**config.mk**
```make
export PLATFORM = sky130hd
export DESIGN_NAME = ppl_controller
export DESIGN_NICKNAME = d
export VERILOG_FILES = /design/src/rtl/ppl_pkg.sv /design/src/rtl/ppl_controller.sv
export VERILOG_INCLUDE_DIRS = /design/src /design/src/rtl
export SDC_FILE = /design/constraint.sdc
export NUM_CORES = 1
export LEC_CHECK = 0
export ABC_AREA = 1
export BUFFER_PORTS_ARGS = -buffer_cell sky130_fd_sc_hd__buf_2
export CORE_MARGIN = 4
export CORE_UTILIZATION = 40
export DETAILED_ROUTE_END_ITERATION = 16
export GPL_ROUTABILITY_DRIVEN = 0
export SYNTH_ARGS = -nofsm -noshare
export SYNTH_HDL_FRONTEND = slang
export SYNTH_SLANG_ARGS = --single-unit
export TNS_END_PERCENT = 5
```
**constraint.sdc**
```tcl
create_clock -name clock -period 2.5 [get_ports clock]
set_clock_uncertainty 0.1 [all_clocks]
set_input_delay 0.625 -clock clock [delete_from_list [all_inputs] [get_ports clock]]
set_output_delay 0.625 -clock clock [all_outputs]
set_load 0.01 [all_outputs]
```
**src/rtl/pure_pursuit_lookahead_point_assert.svh**
```systemverilog
// Assertion macros used by the lookahead point controller.
`ifndef PURE_PURSUIT_LOOKAHEAD_POINT_ASSERT_SVH
`define PURE_PURSUIT_LOOKAHEAD_POINT_ASSERT_SVH
`ifndef SYNTHESIS
`define PPL_ASSERT(lbl, prop) \
   lbl: assert property (@(posedge clock) disable iff (reset) prop) \
      else $error("lookahead point assertion failed");
`define PPL_ASSERT_ALWAYS(lbl, prop) \
   lbl: assert property (@(posedge clock) prop) \
      else $error("lookahead point assertion failed");
`else
`define PPL_ASSERT(lbl, prop)
`define PPL_ASSERT_ALWAYS(lbl, prop)
`endif
`endif

```
**src/rtl/ppl_pkg.sv**
```systemverilog
// Package with widths, codes and control types of the lookahead point block.
`default_nettype none
package ppl_pkg;
   localparam int CW       = 32;          // coordinate width
   localparam int RW       = 25;          // radius width
   localparam int DW       = CW + 1;      // coordinate difference width
   localparam int PW       = 2 * DW;      // product of two differences
   localparam int SW       = PW + 2;      // dot and cross product sums
   localparam int MW       = PW;          // serial multiplier operand width
   localparam int AW       = 2 * MW;      // serial multiplier product width
   localparam int R2W      = 2 * RW;      // squared radius width
   localparam int DQW      = 118;         // discriminant width fed to the root
   localparam int SQ_ITER  = DQW / 2;     // one root bit per step
   localparam int ROOTW    = SQ_ITER;
   localparam int REMW     = ROOTW + 4;
   localparam int T_BITS   = 30;          // fraction bits of the segment parameter
   localparam int QW       = T_BITS + 1;
   localparam int DIV_ITER = QW;
   localparam int DVW      = MW + 1;      // divider remainder width
   localparam int GOAL_LIM = 25;          // goal offsets at or above 2^25 are never within
   localparam int CNTW     = 7;

   localparam logic [RW-1:0] RADIUS_RESET = 25'd98304;
   localparam logic CMD_START = 1'b0;
   localparam logic CMD_POINT = 1'b1;

   typedef enum logic [3:0] {
      ST_IDLE, ST_DIFF, ST_PROD, ST_MUL, ST_DISC, ST_SQRT,
      ST_NUM, ST_DIV, ST_LERP, ST_FIN, ST_GOAL, ST_EMIT
   } state_type;

   typedef enum logic [3:0] {
      MS_NONE, MS_DXDX, MS_DYDY, MS_FXDX, MS_FYDY, MS_DXFY, MS_DYFX,
      MS_RR, MS_GXGX, MS_GYGY, MS_TX, MS_TY
   } mul_sel_type;

   typedef struct packed {
      logic        ready;
      logic        load;
      logic        diff;
      mul_sel_type mul_sel;
      logic        ser_load;
      logic        ser_step;
      logic        disc;
      logic        sqrt_step;
      logic        num;
      logic        div_step;
      logic        div_first;
      logic        fin;
      logic        emit;
   } cmd_type;

   typedef struct packed {
      logic req_valid;
      logic is_start;
      logic is_last;
      logic have_prev;
      logic zero_len;
      logic disc_neg;
      logic no_root;
      logic out_busy;
   } status_type;
endpackage
`default_nettype wire

```
**src/rtl/ppl_controller.sv**
```systemverilog
// Controller state machine that sequences one transaction through the datapath.
`default_nettype none
module ppl_controller (
   input  logic                clock,
   input  logic                reset,
   input  ppl_pkg::status_type status,
   output ppl_pkg::cmd_type    cmd
);
   import ppl_pkg::*;
   `include "pure_pursuit_lookahead_point_assert.svh"

   state_type       state_ff, state_in;
   logic [CNTW-1:0] cnt_ff, cnt_in;

   always_ff @(posedge clock) begin
      if (reset) begin
         state_ff <= ST_IDLE;
         cnt_ff <= '0;
      end else begin
         state_ff <= state_in;
         cnt_ff <= cnt_in;
      end
   end

   always_comb begin
      state_in = state_ff;
      cnt_in = cnt_ff + CNTW'(1);
      cmd = '0;
      cmd.mul_sel = MS_NONE;
      case (state_ff)
         ST_IDLE: begin
            cmd.ready = 1'b1;
            cnt_in = '0;
            if (status.req_valid) begin
               cmd.load = 1'b1;
               if (!status.is_start) begin
                  state_in = status.have_prev ? ST_DIFF : ST_FIN;
               end
            end
         end
         ST_DIFF: begin
            cmd.diff = 1'b1;
            cnt_in = '0;
            state_in = ST_PROD;
         end
         ST_PROD: begin
            if (cnt_ff == '0 && status.zero_len) begin
               state_in = ST_FIN;
            end else begin
               case (cnt_ff)
                  CNTW'(0): cmd.mul_sel = MS_DXDX;
                  CNTW'(1): cmd.mul_sel = MS_DYDY;
                  CNTW'(2): cmd.mul_sel = MS_FXDX;
                  CNTW'(3): cmd.mul_sel = MS_FYDY;
                  CNTW'(4): cmd.mul_sel = MS_DXFY;
                  CNTW'(5): cmd.mul_sel = MS_DYFX;
                  CNTW'(6): cmd.mul_sel = MS_RR;
                  default: begin
                     state_in = ST_MUL;
                     cnt_in = '0;
                  end
               endcase
            end
         end
         ST_MUL: begin
            if (cnt_ff == '0) begin
               cmd.ser_load = 1'b1;
            end else begin
               cmd.ser_step = 1'b1;
               if (cnt_ff == CNTW'(MW)) begin
                  state_in = ST_DISC;
               end
            end
         end
         ST_DISC: begin
            cnt_in = '0;
            if (status.disc_neg) begin
               state_in = ST_FIN;
            end else begin
               cmd.disc = 1'b1;
               state_in = ST_SQRT;
            end
         end
         ST_SQRT: begin
            cmd.sqrt_step = 1'b1;
            if (cnt_ff == CNTW'(SQ_ITER - 1)) begin
               state_in = ST_NUM;
            end
         end
         ST_NUM: begin
            cnt_in = '0;
            if (status.no_root) begin
               state_in = ST_FIN;
            end else begin
               cmd.num = 1'b1;
               state_in = ST_DIV;
            end
         end
         ST_DIV: begin
            cmd.div_step = 1'b1;
            cmd.div_first = (cnt_ff == '0);
            if (cnt_ff == CNTW'(DIV_ITER - 1)) begin
               state_in = ST_LERP;
               cnt_in = '0;
            end
         end
         ST_LERP: begin
            case (cnt_ff)
               CNTW'(0): cmd.mul_sel = MS_TX;
               CNTW'(1): cmd.mul_sel = MS_TY;
               default: state_in = ST_FIN;
            endcase
         end
         ST_FIN: begin
            cmd.fin = 1'b1;
            cnt_in = '0;
            state_in = status.is_last ? ST_GOAL : ST_IDLE;
         end
         ST_GOAL: begin
            case (cnt_ff)
               CNTW'(0): cmd.mul_sel = MS_RR;
               CNTW'(1): cmd.mul_sel = MS_GXGX;
               CNTW'(2): cmd.mul_sel = MS_GYGY;
               default: state_in = ST_EMIT;
            endcase
         end
         ST_EMIT: begin
            if (!status.out_busy) begin
               cmd.emit = 1'b1;
               state_in = ST_IDLE;
            end
         end
         default: state_in = ST_IDLE;
      endcase
   end

   `PPL_ASSERT(a_div_count, (state_ff == ST_DIV) |-> (cnt_ff < CNTW'(DIV_ITER)))
   `PPL_ASSERT(a_seg_has_prev, (state_ff == ST_DIFF) |-> status.have_prev)
   `PPL_ASSERT(a_emit_done, (state_ff == ST_EMIT && !status.out_busy) |=> (state_ff == ST_IDLE))
   `PPL_ASSERT_ALWAYS(a_reset_idle, reset |=> (state_ff == ST_IDLE))
endmodule
`default_nettype wire

```
Word-level counts from Yosys, hierarchy flattened:

Index checks and enable logic that the tools add are counted.

* register bits: 11
* input bits: 10
* output and inout port bits: 16

* add/subtract/negate cells: 1
* equal/unequal tests: 30
* mux-type cells: 40
* reductions and logical operators: 8

Operators with widths (number)
* $mux W4: 15
* $pmux W4 S12: 1
* $pmux W4 S3: 2
* $eq A7 B3 Y1 const B: 3
* $mux W7: 3
* $pmux W3 S7: 1
* $pmux W7 S3: 1
* $ne A2 B2 Y1 const B: 9
* $eq A4 B3 Y1 const B: 4
* $eq A4 B4 Y1 const B: 4
* $eq A7 B2 Y1 const B: 2
* $mux W1: 12
* $reduce_and A10 Y1: 1
* $eq A4 B2 Y1 const B: 2
* $pmux W4 S2: 1
* $add A7 B1 Y7 const B: 1
* $eq A7 B1 Y1 const B: 1
* $eq A7 B5 Y1 const B: 1
* $eq A7 B6 Y1 const B: 1
* $eq A7 B7 Y1 const B: 1
* $logic_not A7 Y1: 1
* $reduce_or A7 Y1: 1
* $mux W2: 3
* $reduce_or A5 Y1: 1
* other kinds (7): 7

Depth between registers and ports, before layout:

* depth after elaboration: 5
* mapped depth: 12
* mapped depth without buffers: 12

Worst setup path after synthesis:

No wires, ideal clock.

* kind: register to output
* start: reg cnt_ff[0]
* end: out cmd[10] (netlist bit)
* arrival: 1.434 ns
* required time: 1.775 ns
* slack: 0.341 ns
* stages on the path, launching flop included: 10
* path buffers: 0
* cell sequence: dfxtp_1 -> inv_1 -> ha_1 -> nand2_4 -> nor2_8 -> inv_2 -> nor2_4 -> nor2_2 -> nand2_4 -> o21ai_0

RTL lines
* start, declared: line ppl_controller.sv:13 `logic [CNTW-1:0] cnt_ff, cnt_in;`
* start signal, assigned: line ppl_controller.sv:21 `cnt_ff <= cnt_in;`
* end, declared: line ppl_controller.sv:7 `output ppl_pkg::cmd_type cmd`

==> impl_metrics.prom <==
# TYPE chip_impl_metric gauge
chip_impl_info{name="run_status",value="finished, final reports clean"} 1
chip_impl_metric{name="met1_usage",unit="%"} 20.8
chip_impl_metric{name="coreArea",unit="mm²"} 0.00278
chip_impl_info{name="cts.root.buffer_cell",value="sky130_fd_sc_hd__clkbuf_4"} 1
chip_impl_info{name="postSynth.topFlopCell",value="sky130_fd_sc_hd__dfxtp_1"} 1
chip_impl_metric{name="placement_rows",unit=""} 19
chip_impl_metric{name="clkSinkCount",unit=""} 11
chip_impl_metric{name="wirelength",unit="µm"} 2890
chip_impl_metric{name="groute.usage.overall",unit="%"} 15.5
chip_impl_metric{name="chipHeight",unit="µm"} 62.1
chip_impl_metric{name="clk-insertion-delay-late",unit="ns"} 0.26
chip_impl_metric{name="mappedNetlistNets",unit=""} 198
chip_impl_metric{name="design.portCount",unit=""} 26
chip_impl_metric{name="yosys_top_cell_area_share",unit="%"} 18.8
chip_impl_metric{name="htree_levels",unit=""} 1
chip_impl_metric{name="final.min_clock_period",unit="ns"} 2.43
chip_impl_metric{name="fin_crit_sh",unit="%"} 97.4
chip_impl_metric{name="synth.distinct_cells",unit=""} 28
chip_impl_metric{name="arrival_time_of_the_worst_setup_path",unit="ns"} 1.71
chip_impl_metric{name="number_of_global_route_vias_before_repair",unit=""} 1100
chip_impl_metric{name="die_width",unit="µm"} 62.1
chip_impl_metric{name="clk_path_buf_depth",unit=""} 2
chip_impl_metric{name="finalNetCount",unit=""} 228
chip_impl_metric{name="firstDrtPassIters",unit=""} 4
chip_impl_metric{name="post_synth_mux_area_share",unit="%"} 0
chip_impl_metric{name="clk_pin_slew",unit="ns"} 0.07
chip_impl_metric{name="grt_first_pass_wirelength",unit="µm"} 4550
chip_impl_metric{name="powerDensity",unit="mW/mm²"} 919
chip_impl_metric{name="post_drt_wl_per_cell",unit="µm"} 11.8
chip_impl_metric{name="effective_utilization_at_floorplan",unit="%"} 42.1
chip_impl_metric{name="timing.final.max_slew_violations",unit=""} 0
chip_impl_metric{name="switching_power",unit="W"} 0.000674
chip_impl_info{name="worstHoldPathType",value="flop to flop"} 1
chip_impl_info{name="ys_top_cells_by_area",value="sky130_fd_sc_hd__dfxtp_1, sky130_fd_sc_hd__nand2_1, sky130_fd_sc_hd__nor2_1, sky130_fd_sc_hd__a21oi_2, sky130_fd_sc_hd__inv_1"} 1
chip_impl_metric{name="number_of_standard_cells_after_synthesis",unit=""} 184
chip_impl_metric{name="finalSetupViolations",unit=""} 0
chip_impl_metric{name="timing.max_cap.violations",unit=""} 0
chip_impl_info{name="timing_worst_setup_path_type",value="flop to output port"} 1
chip_impl_metric{name="switching_share",unit="%"} 52.4
chip_impl_metric{name="antenna_found_initial",unit=""} 0
chip_impl_metric{name="vias_after_detailed_routing",unit=""} 1236
chip_impl_metric{name="design.die.area",unit="mm²"} 0.00385
chip_impl_metric{name="synth_compound_gate_area_share",unit="%"} 15.0
chip_impl_metric{name="timing.critical_path.fanout_max",unit=""} 4
chip_impl_info{name="dominant_cell_type_by_area_after_synthesis",value="sky130_fd_sc_hd__dfxtp_1"} 1
chip_impl_info{name="end_kind",value="output port"} 1
chip_impl_metric{name="critical_path_buf_inv_count",unit=""} 2
chip_impl_metric{name="yosysSeqAreaShare",unit="%"} 18.8
chip_impl_info{name="most_numerous_cell_in_the_yosys_netlist",value="sky130_fd_sc_hd__nand2_1"} 1
chip_impl_metric{name="drt_iter0_drc",unit=""} 52
chip_impl_metric{name="synth_area",unit="mm²"} 0.00117
chip_impl_metric{name="post_route_cells_drive_above_1_share",unit="%"} 36.6
chip_impl_metric{name="globalRoute.totalOverflow",unit=""} 0
chip_impl_info{name="cpMaxStageDelayCell",value="sky130_fd_sc_hd__dfxtp_4"} 1
chip_impl_metric{name="dp_hpwl",unit="µm"} 2390
chip_impl_info{name="critical-path-top-delay-family",value="flip-flops"} 1
chip_impl_metric{name="synth-warning-count",unit=""} 0
chip_impl_metric{name="timing.final.hold_violations",unit=""} 0
chip_impl_info{name="worst_setup_path_start_kind",value="flop"} 1
chip_impl_metric{name="timing.critical_path.required",unit="ns"} 1.77
chip_impl_metric{name="met2_layer_usage_reported_by_global_route",unit="%"} 25.1
chip_impl_metric{name="internal_power",unit="W"} 0.000612
chip_impl_metric{name="place_area",unit="mm²"} 0.00131
chip_impl_metric{name="power_frac_comb",unit="%"} 71.2
chip_impl_metric{name="vias_per_cell",unit=""} 5.07
chip_impl_metric{name="total_leakage_power",unit="nW"} 0.664
chip_impl_metric{name="route.antenna.remaining_nets",unit=""} 0
chip_impl_metric{name="synth.ff_latch_count",unit=""} 11
chip_impl_metric{name="insertedDiodeCount",unit=""} 0
chip_impl_metric{name="fmax",unit="GHz"} 0.411
chip_impl_metric{name="postSynthAreaPerCell",unit="µm²"} 6.36
chip_impl_metric{name="synthToLayoutAreaGrowth",unit="%"} 19.6
chip_impl_info{name="largest_family_of_logic_cells_by_synthesized_area",value="simple AND/OR/NAND/NOR gates"} 1
chip_impl_metric{name="drc_errors",unit=""} 0
chip_impl_metric{name="grt.met3_usage",unit="%"} 2.69
chip_impl_metric{name="synth-simple-area-share",unit="%"} 51.2
chip_impl_metric{name="synthAdderAreaFrac",unit="%"} 4.28
chip_impl_metric{name="async_flop_share",unit="%"} 0
chip_impl_info{name="top_usage_layer",value="met2"} 1
chip_impl_metric{name="filler_cell_count",unit=""} 303
chip_impl_info{name="worstPathCellList",value="inv_2, ha_4, nand3_1, a21oi_1, nor2_1, nand2_2, nand2_4, o211ai_1, buf_2"} 1
chip_impl_metric{name="tightest_slew",unit="ns"} 0.293
chip_impl_metric{name="final.setup.tns",unit="ns"} 0
chip_impl_info{name="tritoncts",value="done"} 1
chip_impl_metric{name="cts_buffers",unit=""} 3
chip_impl_metric{name="yosys.area_share.xor_xnor",unit="%"} 0.749
chip_impl_info{name="commonest_cells_in_the_synthesized_netlist",value="sky130_fd_sc_hd__nand2_1, sky130_fd_sc_hd__nor2_1, sky130_fd_sc_hd__inv_1"} 1
chip_impl_metric{name="seqPwrFrac",unit="%"} 20.0
chip_impl_metric{name="max_stage_delay",unit="ns"} 0.36
chip_impl_metric{name="timing.max_slew.rel_slack",unit="%"} 80.4
chip_impl_metric{name="share_clk_of_total_power",unit="%"} 8.8
chip_impl_metric{name="largest_net_degree_at_the_start_of_global_routing",unit=""} 11
chip_impl_metric{name="number_of_flops_mapped_to_enable_cells_by_yosys",unit=""} 0
chip_impl_metric{name="numPortBuffers",unit=""} 25
chip_impl_metric{name="ir_worst_vdd",unit="mV"} 0.567
chip_impl_metric{name="worst_hold_slack",unit="ns"} 0.469
chip_impl_metric{name="post-route-cell-area",unit="mm²"} 0.00140
==> routing by layer <==
metal / vias up / wire (µm)
met5: - / 0
met4: 0 / 39
met3: 4 / 103
met2: 17 / 1380
met1: 566 / 1370
li1: 649 / -
==> placed cells by master (no fill, tap or decap), types with 2 or more instances in the layout <==
| cell type | synthesis | final |
|---|---|---|
| sky130_fd_sc_hd__nand3_1 | 11 | 10 |
| sky130_fd_sc_hd__nand2_1 | 38 | 37 |
| sky130_fd_sc_hd__buf_2 | 0 | 25 |
| sky130_fd_sc_hd__nor2_1 | 35 | 35 |
| sky130_fd_sc_hd__o21ai_1 | 2 | 2 |
| sky130_fd_sc_hd__inv_2 | 7 | 9 |
| sky130_fd_sc_hd__nor2_4 | 4 | 5 |
| sky130_fd_sc_hd__nand2_4 | 3 | 3 |
| sky130_fd_sc_hd__dfxtp_2 | 0 | 2 |
| sky130_fd_sc_hd__nor2_8 | 2 | 2 |
| sky130_fd_sc_hd__inv_1 | 17 | 15 |
| sky130_fd_sc_hd__dfxtp_1 | 11 | 8 |
| sky130_fd_sc_hd__a21oi_2 | 8 | 8 |
| sky130_fd_sc_hd__buf_4 | 0 | 2 |
| sky130_fd_sc_hd__nand2_2 | 5 | 6 |
| sky130_fd_sc_hd__o211ai_1 | 2 | 2 |
| sky130_fd_sc_hd__nor2_2 | 5 | 4 |
| sky130_fd_sc_hd__o21ai_0 | 5 | 5 |
| sky130_fd_sc_hd__nand3b_1 | 2 | 2 |
| sky130_fd_sc_hd__clkbuf_4 | 0 | 3 |
| sky130_fd_sc_hd__nor3_1 | 7 | 7 |
| sky130_fd_sc_hd__a21oi_1 | 6 | 6 |
| sky130_fd_sc_hd__ha_4 | 0 | 2 |
| sky130_fd_sc_hd__nand3_2 | 1 | 2 |
==> per-stage QoR <==
step                cells  setup slack [ns]  util [%]  power [W]
floorplan             184             0.341         -   0.000952
global placement      238             0.291      47.1    0.00111
detailed placement    238             0.182      47.1    0.00111
CTS                   242           0.00315      48.4    0.00124
global route          244           -0.0356      50.3    0.00142
finish                244            0.0653      50.3    0.00129
==> repair_timing <==
action	in CTS	in global routing
buffers inserted	0	2
pin swaps	0	4
resized for setup	3	11
setup endpoints to repair	2	3
hold buffers	0	0
==> flip-flops by register name (all words and copies together) (netlist names) <==
| register | flops |
|---|---|
| state_ff | 4 |
| cnt_ff | 7 |
==> power by group through the flow <==
stage          combinational, W  clock [W]  sequential, W
2_1_floorplan          0.000708          0       0.000245
3_3_place_gp           0.000857          0       0.000251
3_5_place_dp           0.000858          0       0.000253
4_1_cts                0.000865   0.000121       0.000250
5_1_grt                 0.00103   0.000129       0.000265
6_report               0.000915   0.000114       0.000257
==> kinds of logic after synthesis <==
kind of cell,Yosys count
buffers and inverters,27
XOR/XNOR,1
AND/OR/NAND/NOR,115
flip-flops,11
AO/OA/AOI/OAI,26
adder cells (fa/ha/maj),4
==> path summary, 6_finish.rpt <==
check / slack (ns) / cells past startpoint / to / from
worst max-delay path: 0.07 / 9 / cmd[9] / cnt_ff[0]$_SDFF_PP0_
worst min-delay path: 0.47 / 3 / cnt_ff[0]$_SDFF_PP0_ / cnt_ff[0]$_SDFF_PP0_
worst max register to register: 0.76 / 12 / state_ff[1]$_SDFFE_PP0P_ / cnt_ff[0]$_SDFF_PP0_
worst min register to register: 0.47 / 3 / cnt_ff[0]$_SDFF_PP0_ / cnt_ff[0]$_SDFF_PP0_
==> worst min-delay path: cells and delay by family (launching register included) <==
kind	cells	cell delay, ns
AO/OA/AOI/OAI	1	0.03
flip-flops	1	0.37
buffers and inverters	1	0.07
AND/OR/NAND/NOR	1	0.07
==> layout make-up <==
type / instances / area [µm²] / share of cell area [%]
repair buffers: 27 / 140 / 10.0
well taps: 31 / 38.8 / 2.77
clock buffers: 4 / 26.3 / 1.88
inverters: 25 / 93.8 / 6.71
multi-input cells: 146 / 873 / 62.4
flip-flops and latches: 11 / 226 / 16.2
Power figures use the tool's default switching activity.
